`config.mk`:
```
export PLATFORM = sky130hd
export DESIGN_NAME = band_envelope_dynamic_gain_top
export DESIGN_NICKNAME = d
export VERILOG_FILES = /design/src/hw/rtl/bedg_pkg.sv /design/src/hw/rtl/bedg_ctrl.sv /design/src/hw/rtl/bedg_dp.sv /design/src/hw/rtl/band_envelope_dynamic_gain_top.sv
export SDC_FILE = /design/constraint.sdc
export NUM_CORES = 2
export LEC_CHECK = 0
export BUFFER_PORTS_ARGS = -buffer_cell sky130_fd_sc_hd__buf_2
export CORE_UTILIZATION = 60
export DETAILED_ROUTE_END_ITERATION = 8
export PLACE_DENSITY = 0.77
export SLEW_MARGIN = 20
export SYNTH_ARGS = -nofsm -noshare
export SYNTH_HDL_FRONTEND = slang
export SYNTH_SLANG_ARGS = --single-unit
```
`constraint.sdc`:
```
create_clock -name i_clk -period 16.3 [get_ports i_clk]
set_clock_uncertainty 0.1 [all_clocks]
set_input_delay 1.63 -clock i_clk [delete_from_list [all_inputs] [get_ports i_clk]]
set_output_delay 1.63 -clock i_clk [all_outputs]
set_load 0.02 [all_outputs]
```
`src/hw/rtl/bedg_pkg.sv`:
```
`timescale 1ns / 1ps

package bedg_pkg;

    localparam int SMP_W      = 16;
    localparam int ENV_W      = 23;
    localparam int AMT_W      = 16;
    localparam int GAIN_W     = 16;
    localparam int COEF_W     = 15;
    localparam int Q_SHIFT    = 5;
    localparam int MA_W       = 24;
    localparam int MB_W       = 29;
    localparam int PROD_W     = MA_W + MB_W;
    localparam int AMTK_W     = 28;
    localparam int MIX_SHIFT  = 10;
    localparam int DET_SHIFT  = 15;
    localparam int DUCK_SHIFT = 35;
    localparam int STEP_W     = 5;

    localparam logic [STEP_W-1:0] LAST_STEP  = STEP_W'(20);
    localparam logic [ENV_W-1:0]  ENV_MAX    = '1;
    localparam logic [AMT_W-1:0]  UNITY      = 16'd32768;
    localparam logic [COEF_W-1:0] MIX_M_COEF = 15'd23593;
    localparam logic [COEF_W-1:0] MIX_D_COEF = 15'd9175;

    localparam logic [COEF_W-1:0] DET_KEEP [4] = '{15'd32276, 15'd31949, 15'd31293, 15'd30638};
    localparam logic [COEF_W-1:0] DET_TAKE [4] = '{15'd492, 15'd819, 15'd1475, 15'd2130};
    localparam logic [COEF_W-1:0] ENV_DECAY [4] = '{15'd32604, 15'd32637, 15'd32637, 15'd32670};

    typedef enum logic [1:0] {
        S_IDLE,
        S_RUN,
        S_DONE
    } t_state;

    typedef enum logic [2:0] {
        A_MONO,
        A_DIFF,
        A_DET,
        A_DRIVE,
        A_ENV,
        A_AMT
    } t_a_sel;

    typedef enum logic [2:0] {
        B_MIX_M,
        B_MIX_D,
        B_KEEP,
        B_TAKE,
        B_DECAY,
        B_DUCK_K,
        B_AMTK
    } t_b_sel;

    typedef enum logic [1:0] {
        ACC_HOLD,
        ACC_LOAD,
        ACC_ADD,
        ACC_SUB
    } t_acc_op;

    typedef enum logic [2:0] {
        W_NONE,
        W_DRIVE1,
        W_DET,
        W_ENV,
        W_AMTK,
        W_GAIN
    } t_wr_sel;

    typedef struct packed {
        logic       load;
        logic       publish;
        t_acc_op    acc_op;
        t_a_sel     a_sel;
        logic [1:0] a_idx;
        t_b_sel     b_sel;
        logic [1:0] b_idx;
        t_wr_sel    wr_sel;
        logic [1:0] wr_idx;
    } t_dp_cmd;

    function automatic logic [COEF_W-1:0] duck_k(input logic [1:0] idx);
        logic [COEF_W-1:0] k;
        case (idx)
            2'd0:    k = 15'd5898;
            2'd1:    k = 15'd4915;
            2'd2:    k = 15'd3932;
            default: k = '0;
        endcase
        return k;
    endfunction

    function automatic logic [GAIN_W-1:0] duck_max(input logic [1:0] idx);
        logic [GAIN_W-1:0] m;
        case (idx)
            2'd0:    m = 16'd8192;
            2'd1:    m = 16'd6554;
            2'd2:    m = 16'd5898;
            default: m = '0;
        endcase
        return m;
    endfunction

endpackage

```
`src/hw/rtl/bedg_ctrl.sv`:
```
`timescale 1ns / 1ps

module bedg_ctrl (
    input  logic              i_clk,
    input  logic              i_rst_n,
    input  logic              i_in_valid,
    output logic              o_in_stall,
    output logic              o_out_valid,
    input  logic              i_out_stall,
    output bedg_pkg::t_dp_cmd o_cmd
);
    import bedg_pkg::*;

    t_state              r_state, n_state;
    logic [STEP_W-1:0]   r_step, n_step;
    logic                r_out_valid, n_out_valid;

    function automatic t_dp_cmd mac_cmd(
        input t_acc_op    op,
        input t_a_sel     a,
        input logic [1:0] ai,
        input t_b_sel     b,
        input logic [1:0] bi,
        input t_wr_sel    w,
        input logic [1:0] wi
    );
        t_dp_cmd c;
        c.load    = 1'b0;
        c.publish = 1'b0;
        c.acc_op  = op;
        c.a_sel   = a;
        c.a_idx   = ai;
        c.b_sel   = b;
        c.b_idx   = bi;
        c.wr_sel  = w;
        c.wr_idx  = wi;
        return c;
    endfunction

    function automatic t_dp_cmd idle_cmd();
        return mac_cmd(ACC_HOLD, A_MONO, 2'd0, B_MIX_M, 2'd0, W_NONE, 2'd0);
    endfunction

    function automatic t_dp_cmd step_cmd(input logic [STEP_W-1:0] step);
        t_dp_cmd c;
        case (step)
            STEP_W'(0):  c = mac_cmd(ACC_LOAD, A_MONO,  2'd0, B_MIX_M,  2'd0, W_NONE,   2'd0);
            STEP_W'(1):  c = mac_cmd(ACC_SUB,  A_DIFF,  2'd0, B_MIX_D,  2'd0, W_NONE,   2'd0);
            STEP_W'(2):  c = mac_cmd(ACC_LOAD, A_DET,   2'd0, B_KEEP,   2'd0, W_DRIVE1, 2'd1);
            STEP_W'(3):  c = mac_cmd(ACC_ADD,  A_DRIVE, 2'd0, B_TAKE,   2'd0, W_NONE,   2'd0);
            STEP_W'(4):  c = mac_cmd(ACC_LOAD, A_DET,   2'd1, B_KEEP,   2'd1, W_DET,    2'd0);
            STEP_W'(5):  c = mac_cmd(ACC_ADD,  A_DRIVE, 2'd1, B_TAKE,   2'd1, W_NONE,   2'd0);
            STEP_W'(6):  c = mac_cmd(ACC_LOAD, A_DET,   2'd2, B_KEEP,   2'd2, W_DET,    2'd1);
            STEP_W'(7):  c = mac_cmd(ACC_ADD,  A_DRIVE, 2'd2, B_TAKE,   2'd2, W_NONE,   2'd0);
            STEP_W'(8):  c = mac_cmd(ACC_LOAD, A_DET,   2'd3, B_KEEP,   2'd3, W_DET,    2'd2);
            STEP_W'(9):  c = mac_cmd(ACC_ADD,  A_DRIVE, 2'd3, B_TAKE,   2'd3, W_NONE,   2'd0);
            STEP_W'(10): c = mac_cmd(ACC_LOAD, A_ENV,   2'd0, B_DECAY,  2'd0, W_DET,    2'd3);
            STEP_W'(11): c = mac_cmd(ACC_LOAD, A_ENV,   2'd1, B_DECAY,  2'd1, W_ENV,    2'd0);
            STEP_W'(12): c = mac_cmd(ACC_LOAD, A_ENV,   2'd2, B_DECAY,  2'd2, W_ENV,    2'd1);
            STEP_W'(13): c = mac_cmd(ACC_LOAD, A_ENV,   2'd3, B_DECAY,  2'd3, W_ENV,    2'd2);
            STEP_W'(14): c = mac_cmd(ACC_LOAD, A_AMT,   2'd0, B_DUCK_K, 2'd0, W_ENV,    2'd3);
            STEP_W'(15): c = mac_cmd(ACC_LOAD, A_AMT,   2'd0, B_DUCK_K, 2'd1, W_AMTK,   2'd0);
            STEP_W'(16): c = mac_cmd(ACC_LOAD, A_AMT,   2'd0, B_DUCK_K, 2'd2, W_AMTK,   2'd1);
            STEP_W'(17): c = mac_cmd(ACC_LOAD, A_ENV,   2'd1, B_AMTK,   2'd0, W_AMTK,   2'd2);
            STEP_W'(18): c = mac_cmd(ACC_LOAD, A_ENV,   2'd2, B_AMTK,   2'd1, W_GAIN,   2'd0);
            STEP_W'(19): c = mac_cmd(ACC_LOAD, A_ENV,   2'd3, B_AMTK,   2'd2, W_GAIN,   2'd1);
            STEP_W'(20): c = mac_cmd(ACC_HOLD, A_MONO,  2'd0, B_MIX_M,  2'd0, W_GAIN,   2'd2);
            default:     c = idle_cmd();
        endcase
        return c;
    endfunction

    always_ff @(posedge i_clk) begin
        if (!i_rst_n) begin
            r_state     <= S_IDLE;
            r_step      <= '0;
            r_out_valid <= 1'b0;
        end else begin
            r_state     <= n_state;
            r_step      <= n_step;
            r_out_valid <= n_out_valid;
        end
    end

    always_comb begin
        n_state     = r_state;
        n_step      = r_step;
        n_out_valid = r_out_valid & i_out_stall;
        o_cmd       = idle_cmd();
        case (r_state)
            S_IDLE: begin
                if (i_in_valid) begin
                    o_cmd.load = 1'b1;
                    n_step     = '0;
                    n_state    = S_RUN;
                end
            end
            S_RUN: begin
                o_cmd = step_cmd(r_step);
                if (r_step == LAST_STEP) begin
                    n_state = S_DONE;
                end else begin
                    n_step = r_step + 1'b1;
                end
            end
            S_DONE: begin
                if (!r_out_valid || !i_out_stall) begin
                    o_cmd.publish = 1'b1;
                    n_out_valid   = 1'b1;
                    n_state       = S_IDLE;
                end
            end
            default: begin
                n_state = S_IDLE;
            end
        endcase
    end

    assign o_in_stall  = (r_state != S_IDLE);
    assign o_out_valid = r_out_valid;

endmodule

```
`src/hw/rtl/bedg_dp.sv`:
```
`timescale 1ns / 1ps

module bedg_dp (
    input  logic                               i_clk,
    input  logic                               i_rst_n,
    input  bedg_pkg::t_dp_cmd                  i_cmd,
    input  logic                               i_cfg_wr_en,
    input  logic        [bedg_pkg::AMT_W-1:0]  i_cfg_wr_data,
    input  logic signed [bedg_pkg::SMP_W-1:0]  i_left_sample,
    input  logic signed [bedg_pkg::SMP_W-1:0]  i_right_sample,
    output logic        [bedg_pkg::ENV_W-1:0]  o_low_envelope,
    output logic        [bedg_pkg::ENV_W-1:0]  o_low_mid_envelope,
    output logic        [bedg_pkg::ENV_W-1:0]  o_presence_envelope,
    output logic        [bedg_pkg::ENV_W-1:0]  o_air_envelope,
    output logic        [bedg_pkg::GAIN_W-1:0] o_low_mid_gain,
    output logic        [bedg_pkg::GAIN_W-1:0] o_presence_gain,
    output logic        [bedg_pkg::GAIN_W-1:0] o_air_gain
);
    import bedg_pkg::*;

    logic        [AMT_W-1:0]  r_amount;
    logic signed [SMP_W-1:0]  r_prev_mono;
    logic signed [SMP_W:0]    r_diff;
    logic        [ENV_W-1:0]  r_drive [4];
    logic        [ENV_W-1:0]  r_det [4];
    logic        [ENV_W-1:0]  r_env [4];
    logic        [AMTK_W-1:0] r_amtk [3];
    logic        [GAIN_W-1:0] r_gain [3];
    logic signed [PROD_W-1:0] r_acc;
    logic        [ENV_W-1:0]  r_out_env [4];
    logic        [GAIN_W-1:0] r_out_gain [3];

    logic signed [SMP_W:0]    sum;
    logic signed [SMP_W-1:0]  mono;
    logic signed [SMP_W:0]    diff;
    logic        [SMP_W-1:0]  mono_mag;
    logic        [SMP_W:0]    diff_mag;
    logic signed [ENV_W:0]    hp_ext;
    logic signed [ENV_W:0]    air_diff;
    logic        [ENV_W:0]    air_mag;
    logic        [ENV_W-1:0]  drive3;

    logic        [AMT_W-1:0]  amount;
    logic        [AMTK_W-1:0] amtk_sel;
    logic signed [MA_W-1:0]   mul_a;
    logic signed [MB_W-1:0]   mul_b;
    logic signed [PROD_W-1:0] prod;

    logic        [PROD_W-1:0] acc_mag;
    logic        [ENV_W-1:0]  mix_q;
    logic        [ENV_W-1:0]  det_q;
    logic        [ENV_W-1:0]  env_src;
    logic        [ENV_W-1:0]  env_q;
    logic        [PROD_W-DUCK_SHIFT-1:0] duck_raw;
    logic        [GAIN_W-1:0] duck_lim;
    logic        [GAIN_W-1:0] duck;

    // mono, difference and the drives that need no multiply
    assign sum      = {i_left_sample[SMP_W-1], i_left_sample}
                    + {i_right_sample[SMP_W-1], i_right_sample};
    assign mono     = sum[SMP_W:1];
    assign diff     = {mono[SMP_W-1], mono} - {r_prev_mono[SMP_W-1], r_prev_mono};
    assign mono_mag = mono[SMP_W-1] ? (~mono + 1'b1) : mono;
    assign diff_mag = diff[SMP_W] ? (~diff + 1'b1) : diff;
    assign hp_ext   = (ENV_W+1)'($signed({diff, {Q_SHIFT{1'b0}}}));
    assign air_diff = hp_ext - $signed({2'b00, r_det[3][ENV_W-1:1]});
    assign air_mag  = air_diff[ENV_W] ? (~air_diff + 1'b1) : air_diff;
    assign drive3   = air_mag[ENV_W] ? ENV_MAX : air_mag[ENV_W-1:0];

    assign amount = (r_amount > UNITY) ? UNITY : r_amount;

    always_comb begin
        case (i_cmd.b_idx)
            2'd0:    amtk_sel = r_amtk[0];
            2'd1:    amtk_sel = r_amtk[1];
            2'd2:    amtk_sel = r_amtk[2];
            default: amtk_sel = '0;
        endcase
    end

    always_comb begin
        case (i_cmd.a_sel)
            A_MONO:  mul_a = MA_W'(r_prev_mono);
            A_DIFF:  mul_a = MA_W'(r_diff);
            A_DET:   mul_a = MA_W'(r_det[i_cmd.a_idx]);
            A_DRIVE: mul_a = MA_W'(r_drive[i_cmd.a_idx]);
            A_ENV:   mul_a = MA_W'(r_env[i_cmd.a_idx]);
            A_AMT:   mul_a = MA_W'(amount);
            default: mul_a = '0;
        endcase
    end

    always_comb begin
        case (i_cmd.b_sel)
            B_MIX_M:  mul_b = MB_W'(MIX_M_COEF);
            B_MIX_D:  mul_b = MB_W'(MIX_D_COEF);
            B_KEEP:   mul_b = MB_W'(DET_KEEP[i_cmd.b_idx]);
            B_TAKE:   mul_b = MB_W'(DET_TAKE[i_cmd.b_idx]);
            B_DECAY:  mul_b = MB_W'(ENV_DECAY[i_cmd.b_idx]);
            B_DUCK_K: mul_b = MB_W'(duck_k(i_cmd.b_idx));
            B_AMTK:   mul_b = MB_W'(amtk_sel);
            default:  mul_b = '0;
        endcase
    end

    assign prod = mul_a * mul_b;

    // results of the finished accumulation
    assign acc_mag = r_acc[PROD_W-1] ? (~r_acc + 1'b1) : r_acc;
    assign mix_q   = (|acc_mag[PROD_W-1:MIX_SHIFT+ENV_W]) ? ENV_MAX
                   : acc_mag[MIX_SHIFT+ENV_W-1:MIX_SHIFT];
    assign det_q   = (|r_acc[PROD_W-1:DET_SHIFT+ENV_W]) ? ENV_MAX
                   : r_acc[DET_SHIFT+ENV_W-1:DET_SHIFT];
    assign env_src = (i_cmd.wr_idx == 2'd0) ? r_drive[0] : r_det[i_cmd.wr_idx];
    assign env_q   = (env_src > det_q) ? env_src : det_q;

    assign duck_raw = r_acc[PROD_W-1:DUCK_SHIFT];
    assign duck_lim = duck_max(i_cmd.wr_idx);
    assign duck     = (duck_raw > (PROD_W-DUCK_SHIFT)'(duck_lim)) ? duck_lim
                    : duck_raw[GAIN_W-1:0];

    always_ff @(posedge i_clk) begin
        if (!i_rst_n) begin
            r_amount <= '0;
        end else if (i_cfg_wr_en) begin
            r_amount <= i_cfg_wr_data;
        end
    end

    always_ff @(posedge i_clk) begin
        if (!i_rst_n) begin
            r_prev_mono <= '0;
        end else if (i_cmd.load) begin
            r_prev_mono <= mono;
        end
    end

    always_ff @(posedge i_clk) begin
        if (i_cmd.load) begin
            r_diff     <= diff;
            r_drive[0] <= ENV_W'({mono_mag, {Q_SHIFT{1'b0}}});
            r_drive[2] <= ENV_W'({diff_mag, {Q_SHIFT{1'b0}}});
            r_drive[3] <= drive3;
        end
        if (i_cmd.wr_sel == W_DRIVE1) begin
            r_drive[1] <= mix_q;
        end
    end

    always_ff @(posedge i_clk) begin
        case (i_cmd.acc_op)
            ACC_LOAD: r_acc <= prod;
            ACC_ADD:  r_acc <= r_acc + prod;
            ACC_SUB:  r_acc <= r_acc - prod;
            default:  r_acc <= r_acc;
        endcase
    end

    always_ff @(posedge i_clk) begin
        if (!i_rst_n) begin
            for (int i = 0; i < 4; i++) begin
                r_det[i] <= '0;
                r_env[i] <= '0;
            end
        end else begin
            if (i_cmd.wr_sel == W_DET) begin
                r_det[i_cmd.wr_idx] <= det_q;
            end
            if (i_cmd.wr_sel == W_ENV) begin
                r_env[i_cmd.wr_idx] <= env_q;
            end
        end
    end

    always_ff @(posedge i_clk) begin
        if (i_cmd.wr_sel == W_AMTK) begin
            case (i_cmd.wr_idx)
                2'd0:    r_amtk[0] <= r_acc[AMTK_W-1:0];
                2'd1:    r_amtk[1] <= r_acc[AMTK_W-1:0];
                2'd2:    r_amtk[2] <= r_acc[AMTK_W-1:0];
                default: r_amtk[0] <= r_amtk[0];
            endcase
        end
        if (i_cmd.wr_sel == W_GAIN) begin
            case (i_cmd.wr_idx)
                2'd0:    r_gain[0] <= UNITY - duck;
                2'd1:    r_gain[1] <= UNITY - duck;
                2'd2:    r_gain[2] <= UNITY - duck;
                default: r_gain[0] <= r_gain[0];
            endcase
        end
    end

    always_ff @(posedge i_clk) begin
        if (i_cmd.publish) begin
            for (int i = 0; i < 4; i++) begin
                r_out_env[i] <= r_env[i];
            end
            for (int j = 0; j < 3; j++) begin
                r_out_gain[j] <= r_gain[j];
            end
        end
    end

    assign o_low_envelope      = r_out_env[0];
    assign o_low_mid_envelope  = r_out_env[1];
    assign o_presence_envelope = r_out_env[2];
    assign o_air_envelope      = r_out_env[3];
    assign o_low_mid_gain      = r_out_gain[0];
    assign o_presence_gain     = r_out_gain[1];
    assign o_air_gain          = r_out_gain[2];

endmodule

```
`src/hw/rtl/band_envelope_dynamic_gain_top.sv`:
```
// Channel  Handshake                  Payload
// -------  -------------------------  ------------------------------------------
// input    i_in_valid / o_in_stall    i_left_sample, i_right_sample
// output   o_out_valid / i_out_stall  four envelopes, three duck gains
// config   i_cfg_wr_en                i_cfg_wr_data (dynamic amount)
//
// Each item is accepted, run through 21 steps of the shared multiply-accumulate
// unit and then loaded into the output register; o_in_stall stays high until then.
// Synchronous reset clears the detectors, envelopes, previous mono and amount.
// A result holds in the output register while i_out_stall is high; the next
// item is taken meanwhile and its result waits until the register frees.
`timescale 1ns / 1ps

module band_envelope_dynamic_gain_top (
    input  logic                               i_clk,
    input  logic                               i_rst_n,
    input  logic                               i_in_valid,
    output logic                               o_in_stall,
    input  logic signed [bedg_pkg::SMP_W-1:0]  i_left_sample,
    input  logic signed [bedg_pkg::SMP_W-1:0]  i_right_sample,
    input  logic                               i_cfg_wr_en,
    input  logic        [bedg_pkg::AMT_W-1:0]  i_cfg_wr_data,
    output logic                               o_out_valid,
    input  logic                               i_out_stall,
    output logic        [bedg_pkg::ENV_W-1:0]  o_low_envelope,
    output logic        [bedg_pkg::ENV_W-1:0]  o_low_mid_envelope,
    output logic        [bedg_pkg::ENV_W-1:0]  o_presence_envelope,
    output logic        [bedg_pkg::ENV_W-1:0]  o_air_envelope,
    output logic        [bedg_pkg::GAIN_W-1:0] o_low_mid_gain,
    output logic        [bedg_pkg::GAIN_W-1:0] o_presence_gain,
    output logic        [bedg_pkg::GAIN_W-1:0] o_air_gain
);
    import bedg_pkg::*;

    t_dp_cmd cmd;

    bedg_ctrl u_ctrl (
        .i_clk       (i_clk),
        .i_rst_n     (i_rst_n),
        .i_in_valid  (i_in_valid),
        .o_in_stall  (o_in_stall),
        .o_out_valid (o_out_valid),
        .i_out_stall (i_out_stall),
        .o_cmd       (cmd)
    );

    bedg_dp u_dp (
        .i_clk               (i_clk),
        .i_rst_n             (i_rst_n),
        .i_cmd               (cmd),
        .i_cfg_wr_en         (i_cfg_wr_en),
        .i_cfg_wr_data       (i_cfg_wr_data),
        .i_left_sample       (i_left_sample),
        .i_right_sample      (i_right_sample),
        .o_low_envelope      (o_low_envelope),
        .o_low_mid_envelope  (o_low_mid_envelope),
        .o_presence_envelope (o_presence_envelope),
        .o_air_envelope      (o_air_envelope),
        .o_low_mid_gain      (o_low_mid_gain),
        .o_presence_gain     (o_presence_gain),
        .o_air_gain          (o_air_gain)
    );

endmodule
```
; ---- After elaboration in Yosys (flattened, before gate mapping)
; Memories as Yosys holds them, arrays and structs flattened. A register that Yosys moved wholly into a read port is not among the register bits.
; Index checks and enable logic that the tools add are counted.
[word_totals]
reg_bits = 110
ramBits = 548
romBits = 544
in_bits = 53
elab_cells = 190
n_memories = 8
[memory_table]
columns = memory, words, word_bits, read_ports, rd_clocked_by_memory_dff, wr, line_no
row1 = (no name shown), 32, 17, 1, 1, 0, bedg_ctrl.sv:46  ; case (step)
row2 = u_dp.r_det, 4, 23, 3, 0, 4, bedg_dp.sv:25  ; logic [ENV_W-1:0] r_det [4];
row3 = u_dp.r_drive, 4, 23, 2, 0, 3, bedg_dp.sv:24  ; logic [ENV_W-1:0] r_drive [4];
row4 = u_dp.r_env, 4, 23, 5, 0, 4, bedg_dp.sv:26  ; logic [ENV_W-1:0] r_env [4];
row5 = u_dp.r_out_env, 4, 23, 4, 0, 4, bedg_dp.sv:30  ; logic [ENV_W-1:0] r_out_env [4];
row6 = u_dp.r_amtk, 3, 28, 3, 0, 1, bedg_dp.sv:27  ; logic [AMTK_W-1:0] r_amtk [3];
row7 = 2 more memories, --, --, --, --, --, --
[classes]
add_sub_neg = 11
mul = 1
order_cmp = 4
eq_ne = 30
mux = 98
n_bitwise = 8
reduce_logical = 23
[op_table]
columns = cell, count
row1 = 28-bit one-hot mux with 7 select lines, 1
row2 = 23-bit 2-to-1 mux, 8
row3 = 53-bit one-hot mux with 3 select lines, 1
row4 = 24-bit one-hot mux with 6 select lines, 1
row5 = 16-bit 2-to-1 mux, 6
row6 = 15-bit binary-select mux with 2-bit select, 3
row7 = 15-bit 2-to-1 mux, 6
row8 = 28-bit 2-to-1 mux, 3
row9 = 28-bit one-hot mux with 3 select lines, 1
row10 = 23-bit OR reduction, 3
row11 = 28-bit OR reduction, 2
row12 = 53-bit by 1-bit adder with 53-bit output (second input constant), 1
row13 = 53-bit adder, 1
row14 = 24-bit by 29-bit multiplier with 53-bit output, 1
row15 = 53-bit 2-to-1 mux, 1
row16 = 53-bit NOT, 1
row17 = 53-bit subtractor, 1
row18 = 1-bit 2-to-1 mux, 44
row19 = 14-bit one-hot mux with 3 select lines, 1
row20 = 13-bit one-hot mux with 3 select lines, 1
row21 = 17-bit 2-to-1 mux, 2
row22 = 16-bit OR reduction, 2
row23 = 24-bit by 1-bit adder with 24-bit output (second input constant), 1
row24 = 24-bit 2-to-1 mux, 1
row25 = 40 further kinds, 82

; ---- Depth between registers and ports, before layout
[logic_depth]
depth_word = 10
depth_mapped = 56
ltp_nobuf = 49

; ---- Cells and area by module
; A second synthesis with hierarchy kept.
[hier_totals]
cells_unflattened = 6044
area_unflattened_um2 = 59862.4
[by_module_without_submodules]
columns = module, instances, cells_each, area_per_inst_um2, seq_area_each_um2
row1 = bedg_dp, 1, 5889, 58472.3, 18778.0
row2 = bedg_ctrl, 1, 155, 1390.1, 460.4

; ---- Least setup slack after synthesis
; OpenSTA, ideal clock, no wires.
[synth_timing]
kind = register -> register
start = register u_ctrl.r_state[0]
end = register u_dp.r_acc[52], data pin
setup_time_ns = 0.190
arrival_ns = 12.697
required_time_ns = 16.010
setup_slack_ns = 3.313
path_stages_with_launch = 50
cell_sequence = dfxtp_1 -> nor2b_1 -> clkbuf_1 -> clkbuf_1 -> clkbuf_1 -> nand2_1 -> inv_1 -> ha_1 -> clkbuf_1 -> clkbuf_1 -> nand2_1 -> a31oi_1 -> clkbuf_1 -> nand2_1 -> fa_1 -> inv_1 -> fa_1 -> inv_1 -> [14 not listed] -> a21oi_1 -> xnor2_1 -> or3b_2 -> or3_1 -> nor3_1 -> nor2_1 -> xnor2_1 -> ha_1 -> clkbuf_1 -> and4_1 -> a21o_1 -> a22o_1 -> a311o_1 -> nand2_1 -> xnor2_1 -> and3_1 -> mux4_2 -> a2111oi_2
[synth_via]
elab_chain_cells = 10
elab_cells_between_ends = 42
classes_between = add/sub (2) / mul (1) / eq/ne (17) / mux (15) / bitwise (1) / reduce/logical (3) / memory (3)
[synth_rtl]
columns = item, line_no
row1 = from (decl), bedg_ctrl.sv:14  ; t_state r_state, n_state;
row2 = from (signal assigned), bedg_ctrl.sv:79  ; r_state <= n_state;
row3 = 2-bit by 1-bit == test with 1-bit output *, bedg_ctrl.sv:90  ; case (r_state)
row4 = 17-bit 2-to-1 mux *, bedg_ctrl.sv:90
row5 = 2-bit NOT with 3-bit output (implied by the code), "bedg_dp.sv:97, bedg_dp.sv:98, bedg_dp.sv:99"
row6 = "15-bit binary-select mux with 2-bit select, on equally long branches", "bedg_dp.sv:99, bedg_dp.sv:97, bedg_dp.sv:98"
row7 = "15-bit 2-to-1 mux, on equally long branches (2 in series)", "bedg_dp.sv:99, bedg_dp.sv:97, bedg_dp.sv:98"
row8 = 28-bit one-hot mux with 7 select lines, bedg_dp.sv:94  ; case (i_cmd.b_sel)
row9 = 24-bit by 29-bit multiplier with 53-bit output, bedg_dp.sv:106  ; assign prod = mul_a * mul_b;
row10 = 53-bit subtractor / 53-bit adder (equally long branches), "bedg_dp.sv:154, bedg_dp.sv:153"
row11 = 53-bit one-hot mux with 3 select lines *, bedg_dp.sv:151  ; case (i_cmd.acc_op)
row12 = to (signal assigned), bedg_dp.sv:152  ; ACC_LOAD: r_acc <= prod;
row13 = to (signal assigned), bedg_dp.sv:154  ; ACC_SUB: r_acc <= r_acc - prod;
row14 = to (signal assigned), bedg_dp.sv:155  ; default: r_acc <= r_acc;
row15 = to (decl), bedg_dp.sv:29  ; logic signed [PROD_W-1:0] r_acc;
; Mark *: on every way between the ends. The rest lies on a longest branch, timed or not. The select of a mux whose other input is x is not followed.
; A chain may end at the register's enable or synchronous reset.

==> key figures <==
Status
  • Status: finished clean

Clocking
  • CTS Sinks: 659
  • Post-CTS Setup Bufs: 0
  • Clock Tree Buf Depth: 3
  • CTS clk-pin slew, worst paths: 0.06 ns
  • Post-cts resize count: 0
  • CTS tree: yes
  • H-Tree Depth: 3
  • Hold-fix buffer count after cts: 0
  • Total CTS buffers: 69
  • Worst-Skew Late Latency: 0.66 ns
  • Root Buffer: clkbuf_16

Drt
  • Post-Route WL: 199 mm
  • Wirelength per Cell: 26.1 microns
  • Initial DRC Count: 6537
  • Drt pass-1 iters: 7
  • DR DRC count: 0
  • DR vias: 48682
  • Vias per cell: 6.38
  • Final ANT Viol Nets: 0

Logic synthesis
  • Seq/Total Area, Yosys: 32.5%
  • Synth top area cells: edfxtp_1 (31%), fa_1 (19%), ha_1 (7.8%), nand2_1 (5.6%), inv_1 (5.2%)
  • Distinct cells, synth: 100
  • Net count after synthesis: 7204
  • Post-synth EDFFs: 604
  • Post-Syn Area per Cell: 9.54 sq um
  • Yosys top cell area share: 30.6%
  • Post-Syn Area: 0.0592 sq mm
  • Post-synth top area cell: edfxtp_1
  • Syn Inst Count: 6209
  • Async SR Flop Fraction: 0%
  • Seq cells post-synth: 659
  • Top FF cell, synth: edfxtp_1
  • Yosys warning count: 0

Floorplanning
  • Die footprint: 0.100 sq mm
  • Rows: 114
  • Core ar.: 0.0973 sq mm
  • Die X-Extent: 316 microns
  • IO Pins: 195
  • Die H: 316 microns
  • Initial core utilization: 60.9%

STA
  • Max Fclk: 67.2 MHz
  • RSZ-0062 raised after global routing: false
  • Setup TNS: 0 ns
  • Post-layout min period: 14.89 ns
  • Worst-Margin Slew: 1.31 ns
  • Final worst slack: 1.41 ns
  • Final period util: 91.3%
  • Final Setup Violations: 0
  • Final hold vios: 0
  • Slew headroom: 11.8%
  • Pins Over Slew Limit: 0

Worst setup path
  • Crit path max-delay family: compound AO/OA/AOI/OAI gates
  • Critical Path RT: 16.67 ns
  • Crit path buf inv count: 6
  • Max incr delay on CP: 0.91 ns
  • Critical path class: reg -> reg
  • Worst-path maximum fanout: 20
  • Crit start category: flop
  • Crit path DAT: 15.26 ns
  • CP max stage cell: nand2_1
  • Crit-path most repeated cell: fa_1
  • CP Capture Type: flop

Final layout
  • Commonest cells after routing, fill and taps aside: nand2_1 (887), inv_1 (826), edfxtp_1 (604)
  • Area Overhead vs Synth: 8.34%
  • Ratio of cells with drive above 1 in the final layout: 8.76%
  • Final layout net count: 7295
  • Most common cell after layout, fill and taps aside: nand2_1

GRT
  • Largest net degree at the start of global routing: 93
  • Grt total ovfl: 0
  • GR Util All Layers: 40.2%
  • Vias in the first global route: 46994
  • Initial antenna violation count: 7
  • First-pass GRT wire length: 297 mm

Run
  • Max-cap violation count: 0

Place
  • Port Buf Inserts: 194
  • DP Worst Slack: 1.73 ns
  • Routability congestion estimate from global placement: 1.07
  • HPWL Detailed: 152 mm

Hold path
  • Hold Path Class: reg -> reg

Power
  • Peak supply drop: 0.198 mV
  • Cell Pwr Density: 163 mW/mm^2
  • Leak: 0.0277 uW
## where the power goes
part           switching, uW  internal (uW)  total [uW]  leakage (uW)
logic                   4160           2370        6530        0.0203
clock network            718            947        1670       0.00115
registers                182           2110        2290       0.00623
total                   5060           5430       10500        0.0277
## cell usage after synthesis, types with 38 or more instances
library cell / instances
nand4_1: 38
nor2b_1: 86
nand2b_1: 48
inv_1: 827
a21oi_1: 256
a21o_1: 70
a31oi_1: 39
nor3_1: 148
xor2_1: 118
xnor2_1: 163
clkbuf_1: 272
fa_1: 573
nand2_1: 891
ha_1: 369
o21ai_0: 216
nand3_1: 81
edfxtp_1: 604
mux2i_1: 82
and2_1: 58
a211oi_1: 94
dfxtp_1: 55
nor2_1: 515
## worst register-to-register path: cells and delay by family (launching register included)
kind,cells,cell delay [ns]
XOR/XNOR,2,0.31
buffers and inverters,6,0.54
flip-flops,1,0.78
adder cells (fa/ha/maj),9,4.47
AO/OA/AOI/OAI,15,4.65
multiplexers,1,0.47
AND/OR/NAND/NOR,11,3.42
## registers in the layout, summed over array words and instances (netlist names), named ones only
register and cells:
u_dp.r_amtk 84, u_ctrl.o_out_valid 1, u_dp.r_prev_mono 16, u_dp.r_env 92, u_dp.r_amount 16, u_dp.r_acc 53
u_ctrl.r_state 2, u_ctrl.r_step 5, u_dp.r_det 92, u_dp.r_gain 48, u_dp.r_drive 79, u_dp.r_diff 16
u_dp.r_out_gain 48, u_dp.r_out_env 92
## area by class of cell
type	count	area [sq um]
Antenna cell	4	10.0
Clock buffer	96	1940
Clock inverter	31	410
Fill cell	7742	33100
Inverter	831	3120
Multi-Input combinational cell	4412	35900
Sequential cell	659	19200
Tap cell	1276	1600
Timing Repair Buffer	327	1960
## per-layer routing
layer / vias to the layer above / wire (microns) / track usage (%)
li1: 21132 / - / -
met1: 23608 / 75600 / 54.8
met2: 3342 / 83100 / 57.4
met3: 592 / 30200 / 15.0
met4: 8 / 10200 / 17.2
met5: - / 38 / 0
## worst paths after layout
path | startpoint | end | slack [ns] | cells past startpoint
min | u_dp.r_gain[1][14] | u_dp.r_out_gain[0][30] | 0.32 | 0
max reg2reg | flop | u_dp.r_acc[52] | 1.41 | 44
max | flop | u_dp.r_acc[52] | 1.41 | 44
min reg2reg | u_dp.r_gain[1][14] | u_dp.r_out_gain[0][30] | 0.32 | 0
## per-stage QoR
stage	area [sq um]	utilization (%)	hold WS (ns)	total power, uW	cells
detailed placement	61800	63.5	0.305	8610	7504
global route	64200	66.0	0.323	11100	7632
floorplan	59200	-	0.300	6730	6209
CTS	64200	65.9	0.315	10300	7631
global placement	61800	63.5	0.301	8600	7503
finish	64200	66.0	0.316	10500	7636
## kinds of logic (layout without fill, tap and decap cells)
group,count (synthesis),in the layout,synth area share [%]
xor gates and xnor gates,281,281,4.15
and+or+nand+nor,2041,2041,15.4
muxes,97,97,1.69
AOI/OAI and AO/OA,1051,1051,11.8
adders and majority gates,942,942,27.2
DFF,659,659,32.5
other,0,4,0
buffers and inverters,1138,1285,7.34
Power figures use the tool's default switching activity.
